**config.mk**
```make
export PLATFORM = sky130hd
export DESIGN_NAME = arpc_ctrl
export DESIGN_NICKNAME = d
export VERILOG_FILES = /design/src/hw/rtl/arpc_pkg.sv /design/src/hw/rtl/arpc_ctrl.sv
export SDC_FILE = /design/constraint.sdc
export NUM_CORES = 1
export LEC_CHECK = 0
export CORE_AREA = 10 10 47 49
export CTS_CLUSTER_SIZE = 24
export DETAILED_ROUTE_END_ITERATION = 8
export DIE_AREA = 0 0 57 59
export DONT_BUFFER_PORTS = 1
export PLACE_DENSITY_LB_ADDON = 0.3
export SETUP_SLACK_MARGIN = 0.05
export SLEW_MARGIN = 15
export SYNTH_ARGS = -nofsm -noshare
export SYNTH_HDL_FRONTEND = slang
export SYNTH_SLANG_ARGS = --single-unit
```
**constraint.sdc**
```tcl
create_clock -name clk -period 2 [get_ports clk]
set_input_delay 0.4 -clock clk [delete_from_list [all_inputs] [get_ports clk]]
set_output_delay 0.4 -clock clk [all_outputs]
set_load 0.01 [all_outputs]
```
**src/hw/rtl/arpc_pkg.sv**
```systemverilog
// Package for the audio ring play cursor: item types, codes, states,
// controller/datapath command and status structs. No dependencies.
package arpc_pkg;

  localparam int CURSOR_BITS_DEF = 24;
  localparam int FIELD_BITS      = 24;
  localparam int LEAD_DIVISOR    = 66;
  localparam int LEAD_BITS       = 20;
  localparam int RATE_BITS       = 26;
  localparam int DIV_N_BITS      = 64;
  localparam int DIV_D_BITS      = 32;
  localparam int CFG_IDX_BITS    = 3;
  localparam int CFG_DATA_BITS   = 32;

  // Lead divide by 66: halve, then multiply by ceil(2^31 / 33) and drop
  // 31 bits; exact for every 25-bit halved byte rate
  localparam logic [25:0] LEAD_RECIP = 26'd65075263;
  localparam int          LEAD_SHIFT = 31;

  // Register reset values
  localparam logic [23:0] BUF_RST    = 24'd0;
  localparam logic [7:0]  ALIGN_RST  = 8'd4;
  localparam logic [17:0] FMT_RST    = 18'd22050;
  localparam logic [17:0] PLAY_RST   = 18'd0;
  localparam logic [25:0] AVG_RST    = 26'd88200;
  localparam logic [31:0] TICKR_RST  = 32'd10000000;

  // Configuration register indexes
  localparam logic [2:0] CFG_BUFFER_BYTES = 3'd0;
  localparam logic [2:0] CFG_BLOCK_ALIGN  = 3'd1;
  localparam logic [2:0] CFG_FORMAT_RATE  = 3'd2;
  localparam logic [2:0] CFG_PLAY_RATE    = 3'd3;
  localparam logic [2:0] CFG_AVG_BYTES    = 3'd4;
  localparam logic [2:0] CFG_TICK_RATE    = 3'd5;

  // Command codes
  localparam logic [2:0] FUNC_TICK     = 3'd0;
  localparam logic [2:0] FUNC_PLAY     = 3'd1;
  localparam logic [2:0] FUNC_STOP     = 3'd2;
  localparam logic [2:0] FUNC_SETPOS   = 3'd3;
  localparam logic [2:0] FUNC_QUERY    = 3'd4;
  localparam logic [2:0] FUNC_LOCK     = 3'd5;
  localparam logic [2:0] FUNC_SPARE_LO = 3'd6;
  localparam logic [2:0] FUNC_SPARE_HI = 3'd7;

  typedef struct packed {
    logic [2:0]  func;
    logic [31:0] elapsed_ticks;
    logic [31:0] position;
    logic [31:0] lock_bytes;
    logic        loop_flag;
    logic        entire_flag;
    logic        from_cursor_flag;
  } in_item_t;

  typedef struct packed {
    logic [23:0] play_cursor;
    logic [23:0] write_cursor;
    logic        playing;
    logic        looping;
    logic [23:0] region_offset;
    logic [23:0] first_length;
    logic [23:0] second_length;
  } out_item_t;

  typedef enum logic [3:0] {
    S_IDLE, S_DECODE, S_MUL, S_TICK_DIV, S_TICK_UPD, S_WRAP_DIV,
    S_POS_DIV, S_LOCK_DIV, S_LEAD, S_ALIGN_DIV, S_WR_DIV, S_OUT
  } state_t;

  typedef enum logic [2:0] {
    DSEL_TICK, DSEL_WRAP, DSEL_SETPOS, DSEL_LOCK, DSEL_ALIGN, DSEL_WRITE
  } div_sel_t;

  typedef struct packed {
    logic     cap;
    logic     rate_ld;
    logic     play_set;
    logic     stop_set;
    logic     pos_zero;
    logic     mul_ld;
    logic     div_start;
    div_sel_t div_sel;
    logic     tick_take;
    logic     tick_upd;
    logic     wrap_take;
    logic     pos_take;
    logic     lock_take;
    logic     lead_take;
    logic     align_take;
    logic     wr_take;
    logic     out_ld;
  } ctrl_cmd_t;

  typedef struct packed {
    logic [2:0] func;
    logic       tick_active;
    logic       wrap;
    logic       buf_zero;
    logic       align_zero;
    logic       div_busy;
    logic       div_done;
    logic       out_free;
  } dp_status_t;

endpackage

```
**src/hw/rtl/arpc_ctrl.sv**
```systemverilog
// Controller state machine of the play cursor: sequences the multiply,
// the divides and the result load. Depends on arpc_pkg.
module arpc_ctrl (
  input  logic                  clk,
  input  logic                  rst,
  input  logic                  in_valid,
  output logic                  in_ready,
  input  arpc_pkg::dp_status_t  status,
  output arpc_pkg::ctrl_cmd_t   cmd
);
  arpc_pkg::state_t state;
  arpc_pkg::state_t state_next;
  logic             start_ok;

  always_ff @(posedge clk) begin
    if (rst) begin
      state <= arpc_pkg::S_IDLE;
    end else begin
      state <= state_next;
    end
  end

  // Next state
  always_comb begin
    state_next = state;
    case (state)
      arpc_pkg::S_IDLE: begin
        if (in_valid) state_next = arpc_pkg::S_DECODE;
      end
      arpc_pkg::S_DECODE: begin
        case (status.func)
          arpc_pkg::FUNC_TICK:
            state_next = status.tick_active ? arpc_pkg::S_MUL : arpc_pkg::S_LEAD;
          arpc_pkg::FUNC_SETPOS:
            state_next = status.buf_zero ? arpc_pkg::S_LEAD : arpc_pkg::S_POS_DIV;
          arpc_pkg::FUNC_LOCK:
            state_next = status.buf_zero ? arpc_pkg::S_LEAD : arpc_pkg::S_LOCK_DIV;
          default: state_next = arpc_pkg::S_LEAD;
        endcase
      end
      arpc_pkg::S_MUL: state_next = arpc_pkg::S_TICK_DIV;
      arpc_pkg::S_TICK_DIV: begin
        if (status.div_done) state_next = arpc_pkg::S_TICK_UPD;
      end
      arpc_pkg::S_TICK_UPD:
        state_next = status.wrap ? arpc_pkg::S_WRAP_DIV : arpc_pkg::S_LEAD;
      arpc_pkg::S_WRAP_DIV, arpc_pkg::S_POS_DIV, arpc_pkg::S_LOCK_DIV: begin
        if (status.div_done) state_next = arpc_pkg::S_LEAD;
      end
      arpc_pkg::S_LEAD: begin
        if (!status.align_zero)    state_next = arpc_pkg::S_ALIGN_DIV;
        else if (status.buf_zero)  state_next = arpc_pkg::S_OUT;
        else                       state_next = arpc_pkg::S_WR_DIV;
      end
      arpc_pkg::S_ALIGN_DIV: begin
        if (status.div_done)
          state_next = status.buf_zero ? arpc_pkg::S_OUT : arpc_pkg::S_WR_DIV;
      end
      arpc_pkg::S_WR_DIV: begin
        if (status.div_done) state_next = arpc_pkg::S_OUT;
      end
      arpc_pkg::S_OUT: begin
        if (status.out_free) state_next = arpc_pkg::S_IDLE;
      end
      default: state_next = arpc_pkg::S_IDLE;
    endcase
  end

  // Outputs
  always_comb begin
    cmd      = '0;
    cmd.div_sel = arpc_pkg::DSEL_TICK;
    start_ok = !status.div_busy && !status.div_done;
    in_ready = (state == arpc_pkg::S_IDLE);
    case (state)
      arpc_pkg::S_IDLE: cmd.cap = in_valid;
      arpc_pkg::S_DECODE: begin
        cmd.rate_ld  = (status.func == arpc_pkg::FUNC_TICK);
        cmd.play_set = (status.func == arpc_pkg::FUNC_PLAY);
        cmd.stop_set = (status.func == arpc_pkg::FUNC_STOP);
        cmd.pos_zero = (status.func == arpc_pkg::FUNC_SETPOS) && status.buf_zero;
      end
      arpc_pkg::S_MUL: cmd.mul_ld = 1'b1;
      arpc_pkg::S_TICK_DIV: begin
        cmd.div_sel   = arpc_pkg::DSEL_TICK;
        cmd.div_start = start_ok;
        cmd.tick_take = status.div_done;
      end
      arpc_pkg::S_TICK_UPD: cmd.tick_upd = 1'b1;
      arpc_pkg::S_WRAP_DIV: begin
        cmd.div_sel   = arpc_pkg::DSEL_WRAP;
        cmd.div_start = start_ok;
        cmd.wrap_take = status.div_done;
      end
      arpc_pkg::S_POS_DIV: begin
        cmd.div_sel   = arpc_pkg::DSEL_SETPOS;
        cmd.div_start = start_ok;
        cmd.pos_take  = status.div_done;
      end
      arpc_pkg::S_LOCK_DIV: begin
        cmd.div_sel   = arpc_pkg::DSEL_LOCK;
        cmd.div_start = start_ok;
        cmd.lock_take = status.div_done;
      end
      arpc_pkg::S_LEAD: cmd.lead_take = 1'b1;
      arpc_pkg::S_ALIGN_DIV: begin
        cmd.div_sel    = arpc_pkg::DSEL_ALIGN;
        cmd.div_start  = start_ok;
        cmd.align_take = status.div_done;
      end
      arpc_pkg::S_WR_DIV: begin
        cmd.div_sel   = arpc_pkg::DSEL_WRITE;
        cmd.div_start = start_ok;
        cmd.wr_take   = status.div_done;
      end
      arpc_pkg::S_OUT: cmd.out_ld = status.out_free;
      default: ;
    endcase
  end
endmodule

```
After elaboration in Yosys (flattened, before gate mapping)
Cells that the tools add are included.
- $add $sub $neg: 0
- $mul: 0
- divide/modulo/power cells: 0
- $lt $le $gt $ge: 0
- equality and inequality tests: 21
- shifts and indexed selects: 0
- mux-type cells: 27
- bitwise gates (word level): 0
- reduce and logical (&&, ||, !) cells: 8
- operator list (operator ; count):
    $mux 4 ; 11
    $pmux 4 s10 ; 1
    $pmux 4 s6 ; 1
    $eq 4x3->1 const B ; 4
    $eq 4x4->1 const B ; 4
    $mux 1 ; 12
    $ne 2x2->1 const B ; 6
    $pmux 4 s3 ; 1
    $eq 4x2->1 const B ; 2
    $eq 3x2->1 const B ; 2
    $reduce_and 6->1 ; 1
    $eq 4x1->1 const B ; 1
    $logic_not 4->1 ; 1
    $eq 3x1->1 const B ; 1
    $eq 3x3->1 const B ; 1
    $logic_not 3->1 ; 1
    $reduce_or 3->1 ; 1
    $logic_and 1x1->1 ; 2
    $logic_not 1->1 ; 2
    $mux 2 ; 1
- register bits after elaboration: 4
- latch bits: 0
- RAM bits: 0
- ROM bits: 0
- output and inout port bits: 20
- memories: 0

Longest topological paths before layout
- depth in word-level cells: 4
- mapped depth: 6
- depth with buffers taken out: 4

Worst setup path before layout
No wires, ideal clock.
- path type: register to output
- start: reg state[1]
- end: out cmd[17] (netlist name)
- data arrival time: 1339 ps
- data required time: 1600 ps
- slack: 261 ps
- cell stages (with the launch flop): 6
- path through: dfxtp_1 -> buf_6 -> clkbuf_1 -> nand2b_1 -> nor3_1 -> nor3b_1
- RTL lines (what ; line ; RTL):
    start: declaration ; arpc_ctrl.sv:11 ; arpc_pkg::state_t state;
    start signal: assignment ; arpc_ctrl.sv:17 ; state <= arpc_pkg::S_IDLE;
    start signal: assignment ; arpc_ctrl.sv:19 ; state <= state_next;
    end: declaration ; arpc_ctrl.sv:9 ; output arpc_pkg::ctrl_cmd_t cmd

==> results.yml <==
die:
  chipWidth_um: 57
  num_rows: 14
  die-area_um2: 3360
  die_y_um: 59
  start_util_pct: 42.2
  io_pins: 33
  core_area_um2: 1400
clock_network:
  clockRootBuffer: "clkbuf_4"
  cts.sinks: 4
  cts_tree: "done"
  cts_max_level: 1
  clkTransAtPathRegs_ps: 40
  clk_latency_ps: 250
  clockBufferDepth: 2
  cts_buffers: 3
  cts_hold_buf: 0
timing:
  fmax_ghz: 0.525
  finalCritPeriodShare_pct: 95.3
  rsz0062_at_grt: "yes"
  fin_hold_ws_ps: 322
  worst_pin_slew_ps: 427
  slew_headroom_pct: 70.8
  finalSetupViolations: 0
  slew_violations: 0
  hold_viol: 0
  fin_crit_ps: 1910
  finClkSkew_ps: 6.32
  setup_tns_ps: 0
logic_synthesis:
  ys_warn_count: 0
  synth_area_um2: 592
  ys_ff_latch: 4
  synth_nets: 102
  ys_seq_area_share_pct: 13.5
  synth_ff_type: "dfxtp_1"
  postSynthCellCount: 89
  synth_edf_count: 0
  synth-async-reset-ratio_pct: 0
  yosysUniqueCellTypes: 36
  avgSynthCellArea_um2: 6.65
place:
  finalWeightedCongestion: 0.830
  portBuffers: 0
  place_hpwl_mm: 1.37
cells_and_area:
  largest_register_ffs: 4
  drive_above_1_share_pct: 24.7
  mostFrequentLayoutCells: "12 x nor2_1, 9 x nand2_1, 7 x nor3_1, 7 x buf_4"
  diodes: 0
  largest_register: "state"
  areaGrowthSynthToFinish_pct: 16.9
  mostFrequentLayoutCell: "nor2_1"
  nFillCells: 147
  top_regs: "state x4"
  final_nets: 108
route:
  finalWirelength_mm: 1.79
  first_pass_iters: 4
  route.detailed.drc: 0
  avgViaCountPerCell: 6.08
  routedWlPerCell_um: 16.4
  drt_iter0_markers: 27
  vias: 663
  drtAntennaViolNets: 0
worst_setup_path:
  start_kind: "register"
  cp_max_fo: 10
  cp.required_ps: 1600
  rrSetupSlack_ps: 490
  crit_slowest_cell: "dfxtp_4"
  crit_path_end_kind: "output pin"
  worstPathArrival_ps: 1510
  crit_type: "register to output pin"
  max_stage_delay_ps: 370
  cp_cell_sequence: "a21o_1 > a211o_1 > or2_4 > nor2_4"
global_routing:
  grt_max_degree: 13
  grt_use_total_pct: 10.7
  grt_pass1_wl_mm: 3.00
  antenna_found_initial: 0
  grt_pass1_vias: 678
  grt-ovfl-total: 0
power:
  p_leak_nw: 0.252
  power_uw: 954
  power_density_nw_per_um2: 1380
  ir_worst_vdd_v: 0.000455
outcome:
  status: "completed"
worst_hold_path:
  min_path_type: "input port to register"
job:
  max_cap_viol_count: 0
layer usage:
| metal | GRT usage (%) | vias to the layer above | wire length (um) |
|---|---|---|---|
| met3 | 3.22 | 5 | 138 |
| li1 | - | 334 | - |
| met1 | 10.9 | 292 | 692 |
| met4 | 9.40 | 0 | 56 |
| met2 | 17.5 | 32 | 903 |
| met5 | 0 | - | 0 |
worst max-delay path, delay by kind of cell (launching register included):
kind | cells | cell delay [ps]
and+or+nand+nor | 2 | 350
AOI/OAI and AO/OA | 2 | 530
DFF | 1 | 370
cells by family after synthesis:
| kind of cell | synth area share (%) |
|---|---|
| AND/OR/NAND/NOR | 50.7 |
| multiplexers | 3.38 |
| AO/OA/AOI/OAI | 24.5 |
| buffers and inverters | 7.82 |
| flip-flops | 13.5 |
power by group:
part | switching, mW | leakage, nW | internal [mW]
Combinational | 0.351 | 0.203 | 0.294
Clock | 0.0362 | 0.0138 | 0.0673
Sequential | 0.0820 | 0.0346 | 0.124
Total | 0.469 | 0.252 | 0.486
path summary, 6_finish.rpt:
path,startpoint,to,cells past startpoint
setup / recovery,state[1],cmd[12],4
hold / removal,rst,state[2],2
setup reg to reg,state[3],state[0],5
hold reg to reg,state[0],state[0],2
through the flow:
| stage | setup slack [ps] | cells | cell area [um2] | utilization, % |
|---|---|---|---|---|
| floorplan | 261 | 89 | 592 | - |
| global placement | 181 | 104 | 614 | 43.8 |
| detailed placement | 163 | 104 | 614 | 43.8 |
| CTS | 43.5 | 107 | 651 | 46.4 |
| global route | 0.919 | 109 | 692 | 49.4 |
| finish | 95.0 | 109 | 692 | 49.4 |
Yosys cell counts (3+ instances only):
master,number,area [um2]
dfxtp_1,4,80.1
nand2b_1,5,31.3
nor2_1,13,48.8
nand2_1,9,33.8
buf_2,4,20.0
and2_1,3,18.8
nor3_1,8,40.0
o21ai_0,4,20.0
nor2b_1,3,18.8
inv_1,3,11.3
area by class of cell:
cell class              count  area (um2)  area share, %
multi-input cells          76         497           71.8
flip-flops and latches      4        88.8           12.8
repair buffers              7        52.6           7.59
clock buffers               3        22.5           3.25
well taps                  16        20.0           2.89
inverters                   3        11.3           1.63
timing repair:
| item | 4_1_cts | 5_1_grt |
|---|---|---|
| gates resized for setup | 6 | 7 |
| buffers inserted | 0 | 2 |
| endpoints found under the setup margin | 5 | 5 |
| pin swaps | 3 | 2 |
Power figures use the tool's default switching activity.
