--- src/hw/rtl/arpc_pkg.sv ---
// Package for the audio ring play cursor: item types, codes, states,
// controller/datapath command and status structs. No dependencies.
package arpc_pkg;

  localparam int CURSOR_BITS_DEF = 24;
  localparam int FIELD_BITS      = 24;
  localparam int LEAD_DIVISOR    = 66;
  localparam int LEAD_BITS       = 20;
  localparam int RATE_BITS       = 26;
  localparam int DIV_N_BITS      = 64;
  localparam int DIV_D_BITS      = 32;
  localparam int CFG_IDX_BITS    = 3;
  localparam int CFG_DATA_BITS   = 32;

  // Lead divide by 66: halve, then multiply by ceil(2^31 / 33) and drop
  // 31 bits; exact for every 25-bit halved byte rate
  localparam logic [25:0] LEAD_RECIP = 26'd65075263;
  localparam int          LEAD_SHIFT = 31;

  // Register reset values
  localparam logic [23:0] BUF_RST    = 24'd0;
  localparam logic [7:0]  ALIGN_RST  = 8'd4;
  localparam logic [17:0] FMT_RST    = 18'd22050;
  localparam logic [17:0] PLAY_RST   = 18'd0;
  localparam logic [25:0] AVG_RST    = 26'd88200;
  localparam logic [31:0] TICKR_RST  = 32'd10000000;

  // Configuration register indexes
  localparam logic [2:0] CFG_BUFFER_BYTES = 3'd0;
  localparam logic [2:0] CFG_BLOCK_ALIGN  = 3'd1;
  localparam logic [2:0] CFG_FORMAT_RATE  = 3'd2;
  localparam logic [2:0] CFG_PLAY_RATE    = 3'd3;
  localparam logic [2:0] CFG_AVG_BYTES    = 3'd4;
  localparam logic [2:0] CFG_TICK_RATE    = 3'd5;

  // Command codes
  localparam logic [2:0] FUNC_TICK     = 3'd0;
  localparam logic [2:0] FUNC_PLAY     = 3'd1;
  localparam logic [2:0] FUNC_STOP     = 3'd2;
  localparam logic [2:0] FUNC_SETPOS   = 3'd3;
  localparam logic [2:0] FUNC_QUERY    = 3'd4;
  localparam logic [2:0] FUNC_LOCK     = 3'd5;
  localparam logic [2:0] FUNC_SPARE_LO = 3'd6;
  localparam logic [2:0] FUNC_SPARE_HI = 3'd7;

  typedef struct packed {
    logic [2:0]  func;
    logic [31:0] elapsed_ticks;
    logic [31:0] position;
    logic [31:0] lock_bytes;
    logic        loop_flag;
    logic        entire_flag;
    logic        from_cursor_flag;
  } in_item_t;

  typedef struct packed {
    logic [23:0] play_cursor;
    logic [23:0] write_cursor;
    logic        playing;
    logic        looping;
    logic [23:0] region_offset;
    logic [23:0] first_length;
    logic [23:0] second_length;
  } out_item_t;

  typedef enum logic [3:0] {
    S_IDLE, S_DECODE, S_MUL, S_TICK_DIV, S_TICK_UPD, S_WRAP_DIV,
    S_POS_DIV, S_LOCK_DIV, S_LEAD, S_ALIGN_DIV, S_WR_DIV, S_OUT
  } state_t;

  typedef enum logic [2:0] {
    DSEL_TICK, DSEL_WRAP, DSEL_SETPOS, DSEL_LOCK, DSEL_ALIGN, DSEL_WRITE
  } div_sel_t;

  typedef struct packed {
    logic     cap;
    logic     rate_ld;
    logic     play_set;
    logic     stop_set;
    logic     pos_zero;
    logic     mul_ld;
    logic     div_start;
    div_sel_t div_sel;
    logic     tick_take;
    logic     tick_upd;
    logic     wrap_take;
    logic     pos_take;
    logic     lock_take;
    logic     lead_take;
    logic     align_take;
    logic     wr_take;
    logic     out_ld;
  } ctrl_cmd_t;

  typedef struct packed {
    logic [2:0] func;
    logic       tick_active;
    logic       wrap;
    logic       buf_zero;
    logic       align_zero;
    logic       div_busy;
    logic       div_done;
    logic       out_free;
  } dp_status_t;

endpackage

--- src/hw/rtl/arpc_div.sv ---
// Restoring divider, one quotient bit per cycle, 64-bit by 32-bit.
// Depends on arpc_pkg for widths.
module arpc_div (
  input  logic                               clk,
  input  logic                               rst,
  input  logic                               start,
  input  logic [arpc_pkg::DIV_N_BITS-1:0]    dividend,
  input  logic [arpc_pkg::DIV_D_BITS-1:0]    divisor,
  output logic                               busy,
  output logic                               done,
  output logic [arpc_pkg::DIV_N_BITS-1:0]    quo,
  output logic [arpc_pkg::DIV_D_BITS-1:0]    rem
);
  localparam int NB = arpc_pkg::DIV_N_BITS;
  localparam int DB = arpc_pkg::DIV_D_BITS;
  localparam int CB = $clog2(NB);

  logic [CB-1:0] cnt;
  logic [DB:0]   shifted;
  logic [DB:0]   diff;
  logic          take;
  logic [DB-1:0] dsr;

  // Shift in the next dividend bit and try the subtract
  always_comb begin
    shifted = {rem, quo[NB-1]};
    diff    = shifted - {1'b0, dsr};
    take    = (shifted >= {1'b0, dsr});
  end

  always_ff @(posedge clk) begin
    if (rst) begin
      busy <= 1'b0;
      done <= 1'b0;
      cnt  <= '0;
    end else begin
      done <= 1'b0;
      if (start && !busy) begin
        busy <= 1'b1;
        cnt  <= '0;
      end else if (busy) begin
        cnt <= cnt + 1'b1;
        if (cnt == CB'(NB - 1)) begin
          busy <= 1'b0;
          done <= 1'b1;
        end
      end
    end
  end

  // Quotient and partial remainder
  always_ff @(posedge clk) begin
    if (start && !busy) begin
      quo <= dividend;
      rem <= '0;
      dsr <= divisor;
    end else if (busy) begin
      rem <= take ? diff[DB-1:0] : shifted[DB-1:0];
      quo <= {quo[NB-2:0], take};
    end
  end
endmodule

--- src/hw/rtl/arpc_datapath.sv ---
// Datapath of the play cursor: configuration, cursor state, multiplier,
// shared divider and the output register. Depends on arpc_pkg, arpc_div.
module arpc_datapath #(
  parameter int CURSOR_BITS = arpc_pkg::CURSOR_BITS_DEF
) (
  input  logic                                 clk,
  input  logic                                 rst,
  input  logic                                 cfg_we,
  input  logic [arpc_pkg::CFG_IDX_BITS-1:0]    cfg_index,
  input  logic [arpc_pkg::CFG_DATA_BITS-1:0]   cfg_data,
  input  arpc_pkg::in_item_t                   in_item,
  input  logic                                 out_ready,
  output logic                                 out_valid,
  output arpc_pkg::out_item_t                  out_item,
  input  arpc_pkg::ctrl_cmd_t                  cmd,
  output arpc_pkg::dp_status_t                 status
);
  localparam int LB = arpc_pkg::LEAD_BITS;
  localparam int RB = arpc_pkg::RATE_BITS;
  localparam int NB = arpc_pkg::DIV_N_BITS;
  localparam int DB = arpc_pkg::DIV_D_BITS;

  // Configuration registers
  logic [23:0] buffer_bytes;
  logic [7:0]  block_align;
  logic [17:0] format_rate;
  logic [17:0] play_rate;
  logic [25:0] avg_bytes_per_sec;
  logic [31:0] tick_rate;

  // Cursor state
  logic [CURSOR_BITS-1:0] cursor;
  logic [31:0]            remq;
  logic                   playing;
  logic                   looping;

  // Work registers
  arpc_pkg::in_item_t item;
  logic [RB-1:0]      rate;
  logic [NB-1:0]      total;
  logic [NB-1:0]      pos;
  logic [LB-1:0]      lead;
  logic [23:0]        wr;
  logic [23:0]        reg_off;
  logic [23:0]        reg_first;
  logic [23:0]        reg_second;

  // Divider port
  logic [NB-1:0] div_n;
  logic [DB-1:0] div_d;
  logic          div_busy;
  logic          div_done;
  logic [NB-1:0] div_quo;
  logic [DB-1:0] div_rem;

  logic [17:0]   rate_sel;
  logic [57:0]   prod;
  logic [50:0]   lead_prod;
  logic [31:0]   lock_off;
  logic [31:0]   lock_len;
  logic [23:0]   len_sat;
  logic [23:0]   off_red;
  logic [23:0]   first_len;

  // Configuration writes
  always_ff @(posedge clk) begin
    if (rst) begin
      buffer_bytes      <= arpc_pkg::BUF_RST;
      block_align       <= arpc_pkg::ALIGN_RST;
      format_rate       <= arpc_pkg::FMT_RST;
      play_rate         <= arpc_pkg::PLAY_RST;
      avg_bytes_per_sec <= arpc_pkg::AVG_RST;
      tick_rate         <= arpc_pkg::TICKR_RST;
    end else if (cfg_we) begin
      case (cfg_index)
        arpc_pkg::CFG_BUFFER_BYTES: buffer_bytes      <= cfg_data[23:0];
        arpc_pkg::CFG_BLOCK_ALIGN:  block_align       <= cfg_data[7:0];
        arpc_pkg::CFG_FORMAT_RATE:  format_rate       <= cfg_data[17:0];
        arpc_pkg::CFG_PLAY_RATE:    play_rate         <= cfg_data[17:0];
        arpc_pkg::CFG_AVG_BYTES:    avg_bytes_per_sec <= cfg_data[25:0];
        arpc_pkg::CFG_TICK_RATE:    tick_rate         <= cfg_data;
        default: ;
      endcase
    end
  end

  // Rate, product, lead and lock operands
  always_comb begin
    rate_sel = (play_rate != 18'd0) ? play_rate : format_rate;
    prod     = rate * item.elapsed_ticks;
    lead_prod = 51'(avg_bytes_per_sec[25:1]) * 51'(arpc_pkg::LEAD_RECIP);
    lock_off = item.entire_flag ? 32'd0 : item.position;
    if (item.from_cursor_flag) lock_off = 32'(cursor);
    lock_len = item.entire_flag ? 32'(buffer_bytes) : item.lock_bytes;
    len_sat  = (lock_len > 32'(buffer_bytes)) ? buffer_bytes : lock_len[23:0];
    off_red  = div_rem[23:0];
    first_len = (({1'b0, off_red} + {1'b0, len_sat}) > {1'b0, buffer_bytes}) ?
                (buffer_bytes - off_red) : len_sat;
  end

  // Select divider operands
  always_comb begin
    case (cmd.div_sel)
      arpc_pkg::DSEL_TICK:   begin div_n = total;                  div_d = tick_rate; end
      arpc_pkg::DSEL_WRAP:   begin div_n = pos;                    div_d = DB'(buffer_bytes); end
      arpc_pkg::DSEL_SETPOS: begin div_n = NB'(item.position);     div_d = DB'(buffer_bytes); end
      arpc_pkg::DSEL_LOCK:   begin div_n = NB'(lock_off);          div_d = DB'(buffer_bytes); end
      arpc_pkg::DSEL_ALIGN:  begin div_n = NB'(lead);              div_d = DB'(block_align); end
      arpc_pkg::DSEL_WRITE:  begin div_n = NB'(cursor) + NB'(lead); div_d = DB'(buffer_bytes); end
      default:               begin div_n = total;                  div_d = tick_rate; end
    endcase
  end

  arpc_div u_div (
    .clk      (clk),
    .rst      (rst),
    .start    (cmd.div_start),
    .dividend (div_n),
    .divisor  (div_d),
    .busy     (div_busy),
    .done     (div_done),
    .quo      (div_quo),
    .rem      (div_rem)
  );

  // Cursor and play state
  always_ff @(posedge clk) begin
    if (rst) begin
      cursor  <= '0;
      remq    <= '0;
      playing <= 1'b0;
      looping <= 1'b0;
    end else begin
      if (cmd.play_set) begin
        playing <= 1'b1;
        looping <= item.loop_flag;
      end
      if (cmd.stop_set) playing <= 1'b0;
      if (cmd.pos_zero) begin
        cursor <= '0;
        remq   <= '0;
      end
      if (cmd.tick_take) remq <= div_rem;
      if (cmd.tick_upd) begin
        if (pos >= NB'(buffer_bytes)) begin
          if (!looping) begin
            cursor  <= '0;
            remq    <= '0;
            playing <= 1'b0;
          end
        end else begin
          cursor <= pos[CURSOR_BITS-1:0];
        end
      end
      if (cmd.wrap_take) cursor <= div_rem[CURSOR_BITS-1:0];
      if (cmd.pos_take) begin
        cursor <= div_rem[CURSOR_BITS-1:0];
        remq   <= '0;
      end
    end
  end

  // Work registers
  always_ff @(posedge clk) begin
    if (cmd.cap) begin
      item       <= in_item;
      reg_off    <= '0;
      reg_first  <= '0;
      reg_second <= '0;
    end
    if (cmd.rate_ld)   rate  <= RB'(block_align) * RB'(rate_sel);
    if (cmd.mul_ld)    total <= NB'(prod) + NB'(remq);
    if (cmd.tick_take) pos   <= NB'(cursor) + div_quo;
    if (cmd.lock_take) begin
      reg_off    <= off_red;
      reg_first  <= first_len;
      reg_second <= len_sat - first_len;
    end
    if (cmd.lead_take)  lead <= lead_prod[arpc_pkg::LEAD_SHIFT +: LB];
    if (cmd.align_take) lead <= lead - div_rem[LB-1:0];
    if (cmd.wr_take)    wr   <= div_rem[23:0];
  end

  // Output register
  always_ff @(posedge clk) begin
    if (rst) begin
      out_valid <= 1'b0;
    end else if (cmd.out_ld) begin
      out_valid <= 1'b1;
    end else if (out_ready) begin
      out_valid <= 1'b0;
    end
  end

  always_ff @(posedge clk) begin
    if (cmd.out_ld) begin
      out_item.play_cursor   <= 24'(cursor);
      out_item.write_cursor  <= (buffer_bytes == 24'd0) ? 24'd0 : wr;
      out_item.playing       <= playing;
      out_item.looping       <= looping;
      out_item.region_offset <= reg_off;
      out_item.first_length  <= reg_first;
      out_item.second_length <= reg_second;
    end
  end

  // Status to the controller
  always_comb begin
    status.func        = item.func;
    status.tick_active = playing && (buffer_bytes != 24'd0) &&
                         (item.elapsed_ticks != 32'd0) && (tick_rate != 32'd0);
    status.wrap        = (pos >= NB'(buffer_bytes)) && looping;
    status.buf_zero    = (buffer_bytes == 24'd0);
    status.align_zero  = (block_align == 8'd0);
    status.div_busy    = div_busy;
    status.div_done    = div_done;
    status.out_free    = !out_valid || out_ready;
  end
endmodule

--- config.mk ---
export PLATFORM = sky130hd
export DESIGN_NAME = arpc_datapath
export DESIGN_NICKNAME = d
export VERILOG_FILES = /design/src/hw/rtl/arpc_pkg.sv /design/src/hw/rtl/arpc_div.sv /design/src/hw/rtl/arpc_datapath.sv
export SDC_FILE = /design/constraint.sdc
export NUM_CORES = 2
export LEC_CHECK = 0
export BUFFER_PORTS_ARGS = -buffer_cell sky130_fd_sc_hd__buf_2
export CAP_MARGIN = 20
export CORE_MARGIN = 8
export CORE_UTILIZATION = 34
export DETAILED_ROUTE_END_ITERATION = 16
export GPL_ROUTABILITY_DRIVEN = 0
export GPL_TIMING_DRIVEN = 0
export MAX_ROUTING_LAYER = met4
export PLACE_DENSITY_LB_ADDON = 0.2
export SLEW_MARGIN = 20
export SYNTH_ARGS = -nofsm -noshare
export SYNTH_HDL_FRONTEND = slang
export SYNTH_SLANG_ARGS = --single-unit
--- constraint.sdc ---
create_clock -name clk -period 12.2 [get_ports clk]
set_input_delay 1.22 -clock clk [delete_from_list [all_inputs] [get_ports clk]]
set_output_delay 1.22 -clock clk [all_outputs]
set_load 0.02 [all_outputs]
=== Word-level counts from Yosys, hierarchy flattened ===
Cells that the tools add are included.

* Multiplexer cells: 39
* $add $sub $neg: 9
* Bitwise logic cells: 1
* Reductions and logical operators: 29
* $mul: 3
* Equality and inequality tests: 11
* Order comparisons: 4

{| class="wikitable"
|+ Operators by type and width
! cell !! number
|-
| $pmux 64 s5 || 1
|-
| $mux 24 || 12
|-
| $mux 32 || 9
|-
| $mux 64 || 2
|-
| $add 24x64->64 || 1
|-
| $ge 64x24->1 || 1
|-
| $pmux 32 s2 || 1
|-
| $reduce_bool 32->1 || 2
|-
| $add 58x32->59 || 1
|-
| $mul 26x32->58 || 1
|-
| $mul 25x26->51 const B || 1
|-
| $sub 24x24->24 || 2
|-
| $mux 20 || 2
|-
| $ge 33x32->1 || 1
|-
| $gt 32x24->1 || 1
|-
| $sub 32x32->32 || 1
|-
| $mul 8x18->26 || 1
|-
| $add 24x20->25 || 1
|-
| $add 24x24->25 || 1
|-
| $gt 25x24->1 || 1
|-
| $logic_not 24->1 || 1
|-
| $reduce_bool 24->1 || 1
|-
| $sub 20x20->20 || 1
|-
| $mux 18 || 1
|-
| other kinds (18) || 49
|}

* Register bits after elaboration: 815
* Output and inout bits: 133
* Word-level logic and storage cells: 135
* Bits of input ports: 160

=== Longest topological paths before layout ===
* Word-level depth: 8
* Mapped depth: 54
* Depth with buffers taken out: 46

=== Cells and area by module ===
Synthesis repeated with hierarchy kept, for this count alone.

* Cell total of the unflattened synthesis: 8158
* Area, all modules: 79739.0 µm²

{| class="wikitable"
|+ Modules (own cells, without submodules)
! module !! sequential area each (µm²) !! area each (µm²) !! times used !! cells each
|-
| arpc_datapath || 18367.6 || 72503.3 || 1 || 7400
|-
| arpc_div || 3683.5 || 7235.7 || 1 || 758
|}

=== Least setup slack after synthesis ===
OpenSTA, ideal clock, no wires.

* Path type: reg-to-reg
* Start: register item[1] (netlist name)
* End: register reg_second[20], data pin
* Setup slack: 658 ps
* Library setup time: 266 ps
* Required time: 11934 ps
* Cell stages (with the launch flop): 52
* Arrival time: 11276 ps
* Cell sequence: edfxtp_1 -> clkbuf_1 -> clkbuf_1 -> clkbuf_1 -> mux2_2 -> ha_1 -> nand3_1 -> nor4_4 -> nand3_2 -> a21o_1 -> a31oi_4 -> clkbuf_1 -> clkbuf_1 -> nor2_1 -> a21oi_1 -> inv_1 -> fa_1 -> a211oi_1 -> (+16 left out) -> a221oi_1 -> clkbuf_1 -> clkbuf_1 -> buf_1 -> a21oi_1 -> fa_1 -> a21o_1 -> a21oi_1 -> o21ai_0 -> o41ai_1 -> o2111ai_1 -> and2_1 -> a211oi_1 -> o21ai_2 -> a222oi_1 -> a211o_1 -> xor2_1 -> nor2_1

* Longest elaborated chain between the ends: 8

{| class="wikitable"
|+ Ends and longest elaborated chain
! element !! RTL line !! text
|-
| start: declaration || arpc_datapath.sv:38 || <nowiki>arpc_pkg::in_item_t item;</nowiki>
|-
| start signal: assignment || arpc_datapath.sv:166 || <nowiki>item <= in_item;</nowiki>
|-
| $mux 32 * || arpc_datapath.sv:94 || <nowiki>lock_len = item.entire_flag ? 32'(buffer_bytes) : item.lock_bytes;</nowiki>
|-
| $gt 32x24->1 || arpc_datapath.sv:95 || <nowiki>len_sat = (lock_len > 32'(buffer_bytes)) ? buffer_bytes : lock_len[23:0];</nowiki>
|-
| $mux 24 * || arpc_datapath.sv:95 ||
|-
| $add 24x24->25 || arpc_datapath.sv:97 || <nowiki>first_len = (({1'b0, off_red} + {1'b0, len_sat}) > {1'b0, buffer_bytes}) ?</nowiki>
|-
| $gt 25x24->1 || arpc_datapath.sv:97 ||
|-
| $mux 24 || arpc_datapath.sv:97 ||
|-
| $sub 24x24->24 * || arpc_datapath.sv:177 || <nowiki>reg_second <= len_sat - first_len;</nowiki>
|-
| $mux 24 * || arpc_datapath.sv:174 || <nowiki>if (cmd.lock_take) begin</nowiki>
|-
| end signal: assignment || arpc_datapath.sv:177 ||
|-
| end: declaration || arpc_datapath.sv:46 || <nowiki>logic [23:0] reg_second;</nowiki>
|}

Every way passes the cells marked *; elsewhere a longest branch is shown, timed or not.
A chain may end at the register's enable or synchronous reset.

=== Worst setup path after layout ===
* Start: register buffer_bytes[22]
* End: register reg_second[20], data pin

* Longest elaborated chain between the ends: 8

{| class="wikitable"
|+ Ends and longest elaborated chain
! element !! RTL line !! text
|-
| start: declaration || arpc_datapath.sv:24 || <nowiki>logic [23:0] buffer_bytes;</nowiki>
|-
| start signal: assignment || arpc_datapath.sv:68 || <nowiki>buffer_bytes <= arpc_pkg::BUF_RST;</nowiki>
|-
| start signal: assignment || arpc_datapath.sv:76 || <nowiki>arpc_pkg::CFG_BUFFER_BYTES: buffer_bytes <= cfg_data[23:0];</nowiki>
|-
| $mux 32 || arpc_datapath.sv:94 ||
|-
| $gt 32x24->1 || arpc_datapath.sv:95 ||
|-
| $mux 24 || arpc_datapath.sv:95 ||
|-
| $add 24x24->25 || arpc_datapath.sv:97 ||
|-
| $gt 25x24->1 || arpc_datapath.sv:97 ||
|-
| $mux 24 * || arpc_datapath.sv:97 ||
|-
| net first_len[0] || arpc_datapath.sv:63 || <nowiki>logic [23:0] first_len;</nowiki>
|-
| $sub 24x24->24 * || arpc_datapath.sv:177 ||
|-
| $mux 24 * || arpc_datapath.sv:174 ||
|}

Mark *: on every way through the listed nets, which the timed path passes. The rest lies on a longest branch.

==> flow_summary.json <==
{
  "final_nets": 10380,
  "worstPathArrival_ps": 12090,
  "synth_area_leader_cell": "fa_1",
  "synth.net_count": 9975,
  "avgSynthCellArea_sq_um": 9.799,
  "cts_buffer_depth": 3,
  "crit_type": "register to register",
  "dpl.hpwl_um": 234400,
  "syn_area_sq_mm": 0.07912,
  "ys_ff_latch": 809,
  "max_freq_ghz": 0.08611,
  "hold_viol": 0,
  "path_buf_inv": 7,
  "drv_slew": 0,
  "ctsRootBufferMaster": "clkbuf_16",
  "post-place-ws_ps": -2803,
  "grt_max_degree": 81,
  "core-area_sq_mm": 0.2321,
  "finalSetupViolCount": 0,
  "critical_path.top_delay_family": "compound AO/OA/AOI/OAI gates",
  "post-route-util_pct": 37.95,
  "routedWlPerCell_um": 24.75,
  "post-route-cell-area_sq_mm": 0.08808,
  "die_w_um": 498.4,
  "io_buffers": 292,
  "clk_latency_ps": 780,
  "slowest_delay_ps": 670,
  "tightest_slew_ps": 1304,
  "slowest_stage": "dfxtp_1",
  "yosysWarnings": 0,
  "grt_antenna_before_repair": 24,
  "clk_pin_slew_ps": 60,
  "drv_cap": 0,
  "synth_common_cells": "inv_1, nand2_1, fa_1, ha_1, edfxtp_1",
  "fin_crit_sh_pct": 95.18,
  "area_growth_pct": 11.33,
  "cts_buffers": 97,
  "vias_per_cell": 5.244,
  "synthFlopType": "edfxtp_1",
  "vias": 60877,
  "overflow": 0,
  "drc": 0,
  "synthArstFlopShare_pct": 0,
  "path_max_fanout": 10,
  "synth_seq_area_share_pct": 27.87,
  "cts_tree": "done",
  "drive_above_1_share_pct": 6.414,
  "status": "finished, final reports clean",
  "cp-start-kind": "register",
  "track_usage_pct": 23.42,
  "synth_most_common_cell": "inv_1",
  "hold-worst-slack_ps": 418.3,
  "dieArea_sq_mm": 0.2484,
  "std_cell_rows": 177,
  "wirelength_um": 287300,
  "hold_buffers": 0,
  "ios": 293,
  "synth_edf_count": 585,
  "cts_htree_levels": 3,
  "relSlewSlack_pct": 12.93,
  "cp.required_ps": 12680,
  "clock-sinks": 809,
  "hold_class": "register to register",
  "synth_area_leaders": "fa_1, edfxtp_1, ha_1",
  "drt_pass1_iterations": 8,
  "layout_setup_ws_ps": 587.5,
  "initial_core_util_pct": 34.09,
  "fin_crit_ps": 11610,
  "synth_top_area_share_pct": 26.59,
  "fill_cells": 23177,
  "first_global_vias": 62627,
  "grt_pass1_wl_um": 422200,
  "place_area_sq_mm": 0.08458,
  "drt.antenna.violating_nets": 0,
  "fin_skew_ps": 85.60,
  "syn_inst": 8074,
  "drt_iter0_markers": 5438,
  "die_y_um": 498.4,
  "cp-end-kind": "register",
  "ys_types": 90
}
-- through the flow --
step | std cells | TNS (ps)
floorplan | 8074 | 0
global placement | 11409 | -33690
detailed placement | 11415 | -34180
CTS | 11599 | 0
global route | 11606 | -84.22
finish | 11609 | 0
-- layout by cell type (no fill, tap or decap), types with 20 or more instances in the layout --
cell and n:
o21ai_0 213, edfxtp_1 585, o22ai_1 25, nand2_1 1223, nor4_1 51, a31oi_1 20
mux2i_1 24, inv_1 1272, dfxtp_1 224, or3_1 28, buf_2 291, fa_1 1050
a21oi_1 374, nor2_1 407, xor2_1 112, mux2_2 24, nand3b_1 29, a21o_1 111
a221oi_1 50, clkbuf_16 99, ha_1 690, xnor2_1 159, a211oi_1 27, nor3_1 86
o21bai_1 26, nor2b_1 87, o21a_1 36, nand2b_1 41, and3_1 32, clkbuf_1 332
nand3_1 115, nand4_1 39, and2_1 264
-- path summary, 6_finish.rpt --
| kind | end | startpoint | cells after the start | slack [ps] |
|---|---|---|---|---|
| max | reg_second[20] | buffer_bytes[22] | 49 | 590 |
| min | out_item[4] | reg_second[4] | 0 | 420 |
| max reg2reg | reg_second[20] | buffer_bytes[22] | 49 | 590 |
| min reg2reg | out_item[4] | reg_second[4] | 0 | 420 |
-- flip-flops by register name (all words and copies together), names as in the netlist, 3 cells and up --
name / count
out_item: 122
item: 99
pos: 64
u_div.quo: 64
total: 59
remq: 32
tick_rate: 32
u_div.dsr: 32
u_div.rem: 32
rate: 26
avg_bytes_per_sec: 25
buffer_bytes: 24
cursor: 24
reg_first: 24
reg_off: 24
reg_second: 24
wr: 24
lead: 20
format_rate: 18
play_rate: 18
block_align: 8
u_div.cnt: 6
status: 3
-- metal layers --
metal | GRT usage (%) | routed length [um] | up-vias
li1 | - | - | 27173
met1 | 31.43 | 125500 | 30631
met2 | 34.72 | 122600 | 2535
met3 | 4.602 | 23780 | 538
met4 | 9.807 | 15480 | 0
met5 | - | 0 | -
-- cell families (layout without fill, tap and decap cells) --
| logic type | after synthesis | count (layout) | share of synthesized area, % |
|---|---|---|---|
| XOR/XNOR | 271 | 271 | 3.000 |
| buffers and inverters | 1628 | 2113 | 7.750 |
| multiplexers | 49 | 49 | 0.6579 |
| other | 0 | 7 | 0 |
| flip-flops | 809 | 809 | 27.87 |
| AO/OA/AOI/OAI | 1112 | 1112 | 9.009 |
| AND/OR/NAND/NOR | 2463 | 2463 | 14.19 |
| adder cells (fa/ha/maj) | 1742 | 1742 | 37.52 |
-- repair_timing --
item | in CTS | in global routing
hold endpoints to repair | 0 | 0
pin swaps | 2 | 7
setup endpoints to repair | 23 | 10
setup buffers | 6 | 3
gates resized for setup | 24 | 20
-- worst register-to-register path: cells and delay by family, from the launching register on --
family                     cells  cell delay, ps
xor gates and xnor gates       2             320
buffers and inverters          7            1660
adders and majority gates      5            1790
and+or+nand+nor                9            1190
muxes                          1             250
AOI/OAI and AO/OA             25            5460
DFF                            1             670
-- final cells by class --
type | instances | area (sq um) | area share, %
Clock inverter | 55 | 679.4 | 0.7713
Multi-Input combinational cell | 5637 | 51040 | 57.95
Clock buffer | 124 | 2615 | 2.969
Tap cell | 3043 | 3807 | 4.322
Buffer | 352 | 1391 | 1.580
Sequential cell | 809 | 22050 | 25.03
Antenna cell | 7 | 17.52 | 0.01989
Timing Repair Buffer | 307 | 1693 | 1.922
Inverter | 1275 | 4786 | 5.433
Power is not shown: default switching activity piles up to over one toggle a cycle in this logic, so the estimate is an artifact.
